**src/hdl/maf_divider.sv**
```systemverilog
module maf_divider #(
  parameter int SUM_W = 41,
  parameter int DIV_W = 9
) (
  input  logic                    clk,
  input  logic                    rst,
  input  logic                    start,
  input  logic signed [SUM_W-1:0] dividend,
  input  logic [DIV_W-1:0]        divisor,
  output logic                    done,
  output logic signed [SUM_W-1:0] quotient
);

  localparam int STEP_W = $clog2(SUM_W + 1);

  logic [DIV_W-1:0]  rem;
  logic [SUM_W-1:0]  quo;
  logic              neg;
  logic              busy;
  logic [STEP_W-1:0] steps;
  logic [DIV_W:0]    trial;
  logic              fits;

  // one restoring step: shift in the next dividend bit, subtract if it fits
  assign trial = {rem, quo[SUM_W-1]};
  assign fits  = (trial >= {1'b0, divisor});

  always_ff @(posedge clk) begin
    if (rst) begin
      busy <= 1'b0;
      done <= 1'b0;
    end else begin
      done <= 1'b0;
      if (start) begin
        busy  <= 1'b1;
        neg   <= dividend[SUM_W-1];
        quo   <= dividend[SUM_W-1] ? SUM_W'(-dividend) : SUM_W'(dividend);
        rem   <= '0;
        steps <= STEP_W'(SUM_W);
      end else if (busy) begin
        if (steps != '0) begin
          rem   <= fits ? DIV_W'(trial - {1'b0, divisor}) : trial[DIV_W-1:0];
          quo   <= {quo[SUM_W-2:0], fits};
          steps <= steps - STEP_W'(1);
        end else begin
          // sign fix, truncation toward zero
          quotient <= neg ? -$signed(quo) : $signed(quo);
          done     <= 1'b1;
          busy     <= 1'b0;
        end
      end
    end
  end

endmodule

```
**config.mk**
```make
export PLATFORM = sky130hd
export DESIGN_NAME = maf_divider
export DESIGN_NICKNAME = d
export VERILOG_FILES = /design/src/hdl/maf_divider.sv
export SDC_FILE = /design/constraint.sdc
export NUM_CORES = 1
export LEC_CHECK = 0
export CAP_MARGIN = 20
export CORE_UTILIZATION = 64
export CTS_CLUSTER_SIZE = 40
export DETAILED_ROUTE_END_ITERATION = 10
export DONT_BUFFER_PORTS = 1
export PLACE_DENSITY = 0.89
export SYNTH_ARGS = -nofsm -noshare
export SYNTH_HDL_FRONTEND = slang
export SYNTH_SLANG_ARGS = --single-unit
```
**constraint.sdc**
```tcl
create_clock -name clk -period 6.7 [get_ports clk]
set_input_delay 0.67 -clock clk [delete_from_list [all_inputs] [get_ports clk]]
set_output_delay 0.67 -clock clk [all_outputs]
set_load 0.01 [all_outputs]
```
=== After elaboration in Yosys (flattened, before gate mapping) ===
Cells that the tools add are included.

* Register bits: 100
* Input port bits: 53

* Magnitude comparators: 1
* Mux-type cells: 14
* Reduce and logical (&&, ||, !) cells: 7
* Bitwise logic cells: 4
* Add/subtract/negate cells: 4

{| class="wikitable"
|+ Operator list
! cell !! number
|-
| $mux W41 || 5
|-
| $neg A41 Y41 || 2
|-
| $mux W9 || 3
|-
| $mux W6 || 2
|-
| $ge A10 B9 Y1 || 1
|-
| $sub A9 B9 Y9 || 1
|-
| $reduce_bool A6 Y1 || 1
|-
| $sub A6 B1 Y6 const B || 1
|-
| $mux W1 || 4
|-
| $not A1 Y1 || 4
|-
| $reduce_and A4 Y1 || 1
|-
| $reduce_bool A2 Y1 || 2
|-
| $reduce_and A3 Y1 || 1
|-
| $reduce_or A3 Y1 || 1
|-
| $reduce_and A2 Y1 || 1
|}

=== Longest topological paths before layout ===
Gate-level depths: netlist of run 1.

* Depth in word-level cells: 4
* Mapped depth: 9
* Gate-level depth less buffers: 9

=== Worst setup path after synthesis of run 1 ===
Ideal clock, no wire load.

* Path kind: in2reg
* Start: input start
* End: register quotient[0], enable pin
* Arrival time: 5,415 ps
* Path slack: 727 ps
* Path buffers: 2
* Stages: 3
* Required time: 6,142 ps
* Library setup time: 558 ps
* Path through: clkbuf_1 clkbuf_1 nor4b_1

* Word-level cells in the longest chain between the ends: 2

{| class="wikitable"
|+ Ends and longest elaborated chain
! item !! line !! source
|-
| start, declared || 7 || <nowiki>input logic start,</nowiki>
|-
| $not A1 Y1 (no source line) || n/a ||
|-
| $reduce_and A4 Y1 (no source line) || n/a ||
|-
| end signal, assigned || 47 || <nowiki>quotient <= neg ? -$signed(quo) : $signed(quo);</nowiki>
|-
| end, declared || 11 || <nowiki>output logic signed [SUM_W-1:0] quotient</nowiki>
|}

No other way between the ends.
A chain may end at the register's enable or synchronous reset.

=== Worst setup path after layout of run 1 ===
* Start: register quo[8]
* End: register quotient[33] (data pin)

* Word-level cells in the longest chain between the ends: 2

{| class="wikitable"
|+ Ends and longest elaborated chain
! item !! line !! source
|-
| start, declared || 17 || <nowiki>logic [SUM_W-1:0] quo;</nowiki>
|-
| start signal, assigned || 37 || <nowiki>quo <= dividend[SUM_W-1] ? SUM_W'(-dividend) : SUM_W'(dividend);</nowiki>
|-
| start signal, assigned || 43 || <nowiki>quo <= {quo[SUM_W-2:0], fits};</nowiki>
|-
| $neg A41 Y41 || 47 ||
|-
| $mux W41 || 47 ||
|}

No other way between the ends.

==> metrics.txt, run 1 <==
outcome complete, no violations; #FFs+latches synth 100; DRC 0; RSZ-0062 raised after global routing false; Post-synth EDFFs just under 100; Num CTS Buffers 9; Detailed Route WL around 14000 um; Port Buffers 0; xor-xnor portion of the synthesized cell area 0.114; DRT Pass-1 Iters 5; core area slightly above 0.009 mm2; Clock Pin Slew Worst Setup and Hold Paths 100 ps; full die area a little under 0.01 mm2; GR Util All Layers 0.288; setup violators final 0; Worst-Margin Slew approximately 860 ps; io pins 95; Arrival @ worst endpoint between 2000 and 3000 ps; latest clock arrival within the worst-skew pair around 360 ps; Place WS 3760 ps; multi-input logic area between 0.002 and 0.003 mm2; Synth Area in Adders 0.0300; critical path fanouts, max 5; H-tree depth 3; Final period util 0.406; Area Growth Syn to Fin 5.40%; Final Hold Vio Count 0; WL/cell between 20 and 25 um; CTS Hold Buffers Added 0; Post-Synth Simple-Gate Area 0.167; global-route wire length before repair roughly 22000 um; max-cap violations 0; Worst setup EP type register; CTS tree built; Top FF cell, synth edfxtp_1; WS Path Type reg2reg; row cnt 35; most common library cell in the layout ignoring fill and taps edfxtp_1; Initial DRC Count roughly 500; Reg area ~0.003 mm2; startpoint types register; mux cell area share after synthesis 0.0146; vias in the first global route 4444; Final HPWL DP about 9700 um; maximum clock insertion buffer count 2; Antenna diodes 0; Post-Synthesis Cell Area 0.00609 mm2; combinational family with the most area after synthesis simple AND/OR/NAND/NOR gates; Fin Clk Skew approximately 14 ps; post-CTS sizing 0; VDD IR max ~0.12 mV; sequential element share of the synthesized area 0.490; Avg Cell Area, Syn 10.5 um2; post-route ant nets 0; sequence of cells on the critical path or3_1 > nor3_1 > nand4_1 > o41ai_2 > xnor2_1; root buffer cell clkbuf_8; Vias/cell approximately 6.6; GPL Wtd Cong approximately 0.86; vias post-DR around 4700; critical path's slowest cell nor3_1; die height about 100 um; gate count of the mapped netlist 582; Initial Util 0.659; PwrDens between 200 and 250 mW/mm2; Compound-Gate Fraction of Synth Area 0.157; number of fillers in the final layout about 630; post-synthesis cell type count 53; pin count of the biggest net entering global routing 91; CTS sink cnt 100; TNS Setup 0 ps; Final Max Slew Viols 0; LEAKAGE about 0.0021 uW; fin crit period between 2000 and 3000 ps; synth warn 0; async set-reset flop share out of synthesis 0; Post-Syn Nets roughly 650; die width ~100 um; slowest stage delay, CP between 500 and 600 ps; Worst Slack Setup Final roughly 4000 ps; overflow left after global routing 0; HP Class in2reg; Post-CTS Setup Bufs 0; fmax 368 MHz; antenna violations before repair 0; most frequent cells in the layout 98 x edfxtp_1, 52 x nor2_1, 47 x xnor2_1, 42 x a21oi_1, 38 x nand2_1; slew margin rel. 0.422; fin nets 636; Critical Path RT just under 7000 ps; fraction of layout cells with a size suffix above 1 0.0662
## per-layer routing
layer	global-route usage	wire length [um]
met5	0	0
met4	0.141	588
met3	0.0618	1130
met2	0.482	7140
met1	0.356	5270
## stage by stage
stage	instances	total power [uW]	instance area, um2	utilization	hold WS [ps]
6_report	703	1390	6420	0.695	366
5_1_grt	703	1430	6420	0.695	366
4_1_cts	702	1380	6390	0.692	365
3_5_place_dp	686	974	6180	0.669	482
3_3_place_gp	686	962	6180	0.669	477
2_1_floorplan	582	940	6090	-	467
## where the power goes
part           internal (uW)  switching [uW]  leakage [uW]
registers                731            30.6      0.000923
clock network            211             211      0.000108
logic                   94.9             110       0.00103
## area by class of cell
class                           instances  share of cell area
Clock inverter                          6              0.0134
Multi-Input combinational cell        435               0.459
Timing Repair Buffer                    3             0.00663
Sequential cell                       100               0.465
Inverter                               20              0.0117
Clock buffer                           10              0.0199
Tap cell                              129              0.0251
## worst paths after layout
path,startpoint,to,slack (ps),cells past startpoint
setup / recovery,quo[8],quotient[33],3980,5
hold / removal,rst,busy,370,1
setup reg to reg,quo[8],quotient[33],3980,5
hold reg to reg,busy,done,500,1
## sequential cells by signal (all words and copies together) (netlist names)
| register | count |
|---|---|
| neg | 1 |
| quotient | 41 |
| quo | 41 |
| busy | 1 |
| done | 1 |
| steps | 6 |
| rem | 9 |
## synthesized netlist by cell type (all sizes together) (6+ instances only)
library cell	count	area share
nand2	38	0.023
or3	17	0.017
nand3b	6	0.0074
a21oi	42	0.035
xor2	32	0.046
nor4	10	0.014
nor2	53	0.033
or4	6	0.0080
edfxtp	98	0.48
ha	13	0.027
xnor2	47	0.068
inv	20	0.012
clkbuf	24	0.015
o21ai	29	0.024
nor3	15	0.012
o31ai	22	0.027
nand3	16	0.013
o41ai	19	0.033
## cell families (layout without fill, tap and decap cells)
logic type | Yosys count | after routing
AND/OR/NAND/NOR | 193 | 193
AO/OA/AOI/OAI | 141 | 141
flip-flops | 100 | 100
XOR/XNOR | 79 | 79
buffers and inverters | 47 | 39
adder cells (fa/ha/maj) | 14 | 14
multiplexers | 8 | 8
## critical path: cells and delay by family (launching register included)
kind,cells,cell delay [ps]
compound gates,1,440
flops,1,470
xor+xnor,1,100
simple gates,3,1460
Note: power is estimated with default switching activity, not from simulation.
==> inputs of run 2 (changes only) <==
Clock period 6.7 ns to 2.7 ns, I/O delays scaled along.
==> metrics.txt, run 2 (same netlist as run 1, synthesis figures left out) <==
Fin Clk Skew between 8 and 9 ps; Worst setup EP type register; CTS tree built; Antenna diodes 0; number of fillers in the final layout 663; root buffer cell clkbuf_8; fin crit period between 2000 and 3000 ps; max-cap violations 0; core area 0.00924 mm2; startpoint types register; Final HPWL DP 9980 um; delay-heaviest family, CP compound AO/OA/AOI/OAI gates; vias post-DR between 4000 and 5000; overflow left after global routing 0; latest clock arrival within the worst-skew pair approximately 370 ps; Initial DRC Count between 400 and 500; global-route wire length before repair about 23000 um; fin util 0.705; Clock Pin Slew Worst Setup and Hold Paths about 90 ps; Detailed Route WL 13900 um; VDD IR max around 0.3 mV; critical path buffer and inverter count 2; critical path fanouts, max 6; GR Util All Layers 0.294; setup violators final 0; Num CTS Buffers 9; GPL Wtd Cong around 0.86; overall power around 3400 uW; Worst-Margin Slew 548 ps; slew margin rel. 0.631; WS Path Type reg2reg; antenna violations before repair 0; maximum clock insertion buffer count 2; row cnt 35; fmax 399 MHz; outcome complete, no violations; Port Buffers 0; LEAKAGE 0.00212 uW; RSZ-0062 raised after global routing false; TNS Setup 0 ps; CTS sink cnt 100; die width 99.6 um; Final period util 0.929; full die area roughly 0.0099 mm2; PwrDens 518 mW/mm2; vias in the first global route between 4000 and 5000; most common library cell in the layout ignoring fill and taps edfxtp_1; fraction of layout cells with a size suffix above 1 0.0852; critical path's slowest cell edfxtp_1; post-route ant nets 0; critical path's most frequent cell inv_1; Largest regs quo: 41 flops, quotient: 41 flops, rem: 9 flops; Final Max Slew Viols 0; fin nets approximately 650; DRT Pass-1 Iters 6; Arrival @ worst endpoint ~2700 ps; io pins 95; most frequent cells in the layout 98 x edfxtp_1, 52 x nor2_1, 47 x xnor2_1, 41 x a21oi_1, 38 x nand2_1; H-tree depth 3; Area Growth Syn to Fin 6.92%; sequence of cells on the critical path inv_1 > ha_1 > inv_1 > fa_1 > a211o_1 > a21oi_1 > a21o_1 > nand2_1 > a311oi_1; pin count of the biggest net entering global routing 91; die height 99.6 um; Initial Util 0.659; Critical Path RT approximately 2900 ps; WL/cell 19.4 um; worst hold slack 73.5 ps; DRC 0; Vias/cell 6.64; slowest stage delay, CP 470 ps; HP Class in2reg; Final Hold Vio Count 0
run 2: changes by cell type in the layout (fill, tap and decap cells not counted), sizes merged:
cell,delta
clkbuf,-1
inv,+2
clkinv,-1
dlygate4sd3,+3
clkinvlp,+1
bufinv,-1
buf,+10
run 2: per-layer routing:
layer	vias up	GRT usage	wire (um)
li1	2182	-	-
met1	2254	0.371	5480
met2	270	0.486	6780
met3	51	0.0703	1150
met4	0	0.130	459
met5	-	0	0
run 2: final timing paths:
| kind | startpoint | endpoint | slack [ps] | cells past startpoint |
|---|---|---|---|---|
| min | start | busy | 70 | 2 |
| max | quo[40] | rem[7] | 190 | 9 |
| min reg2reg | busy | done | 530 | 1 |
| max reg2reg | quo[40] | rem[7] | 190 | 9 |
run 2: cell type report:
cell class	count	area, um2	area share
flip-flops and latches	100	2980	0.458
multi-input cells	435	2960	0.454
well taps	129	161	0.0248
repair buffers	16	140	0.0215
clock buffers	9	124	0.0190
inverters	20	75.1	0.0115
clock inverters	7	72.6	0.0111
run 2: stage by stage:
step | cell area [um2] | setup WS, ps | cells
after global routing | 6510 | 71.7 | 716
after global placement | 6280 | 255 | 697
after CTS | 6510 | 191 | 716
after detailed placement | 6280 | 210 | 697
final | 6510 | 192 | 716
after floorplan | 6110 | 89.2 | 582
run 2: where the power goes:
part	leakage, uW	total [uW]	internal, uW	switching (uW)
Sequential	0.000923	1890	1810	73.3
Clock	0.0000981	960	434	526
Combinational	0.00110	525	245	280
Total	0.00212	3370	2490	879
run 2: repair_timing:
action / 4_1_cts / 5_1_grt
setup endpoints to repair: 0 / 1
endpoints found under the hold margin: 3 / 0
buffers inserted: 0 / 0
hold buffers: 3 / 0
resized for setup: 0 / 1
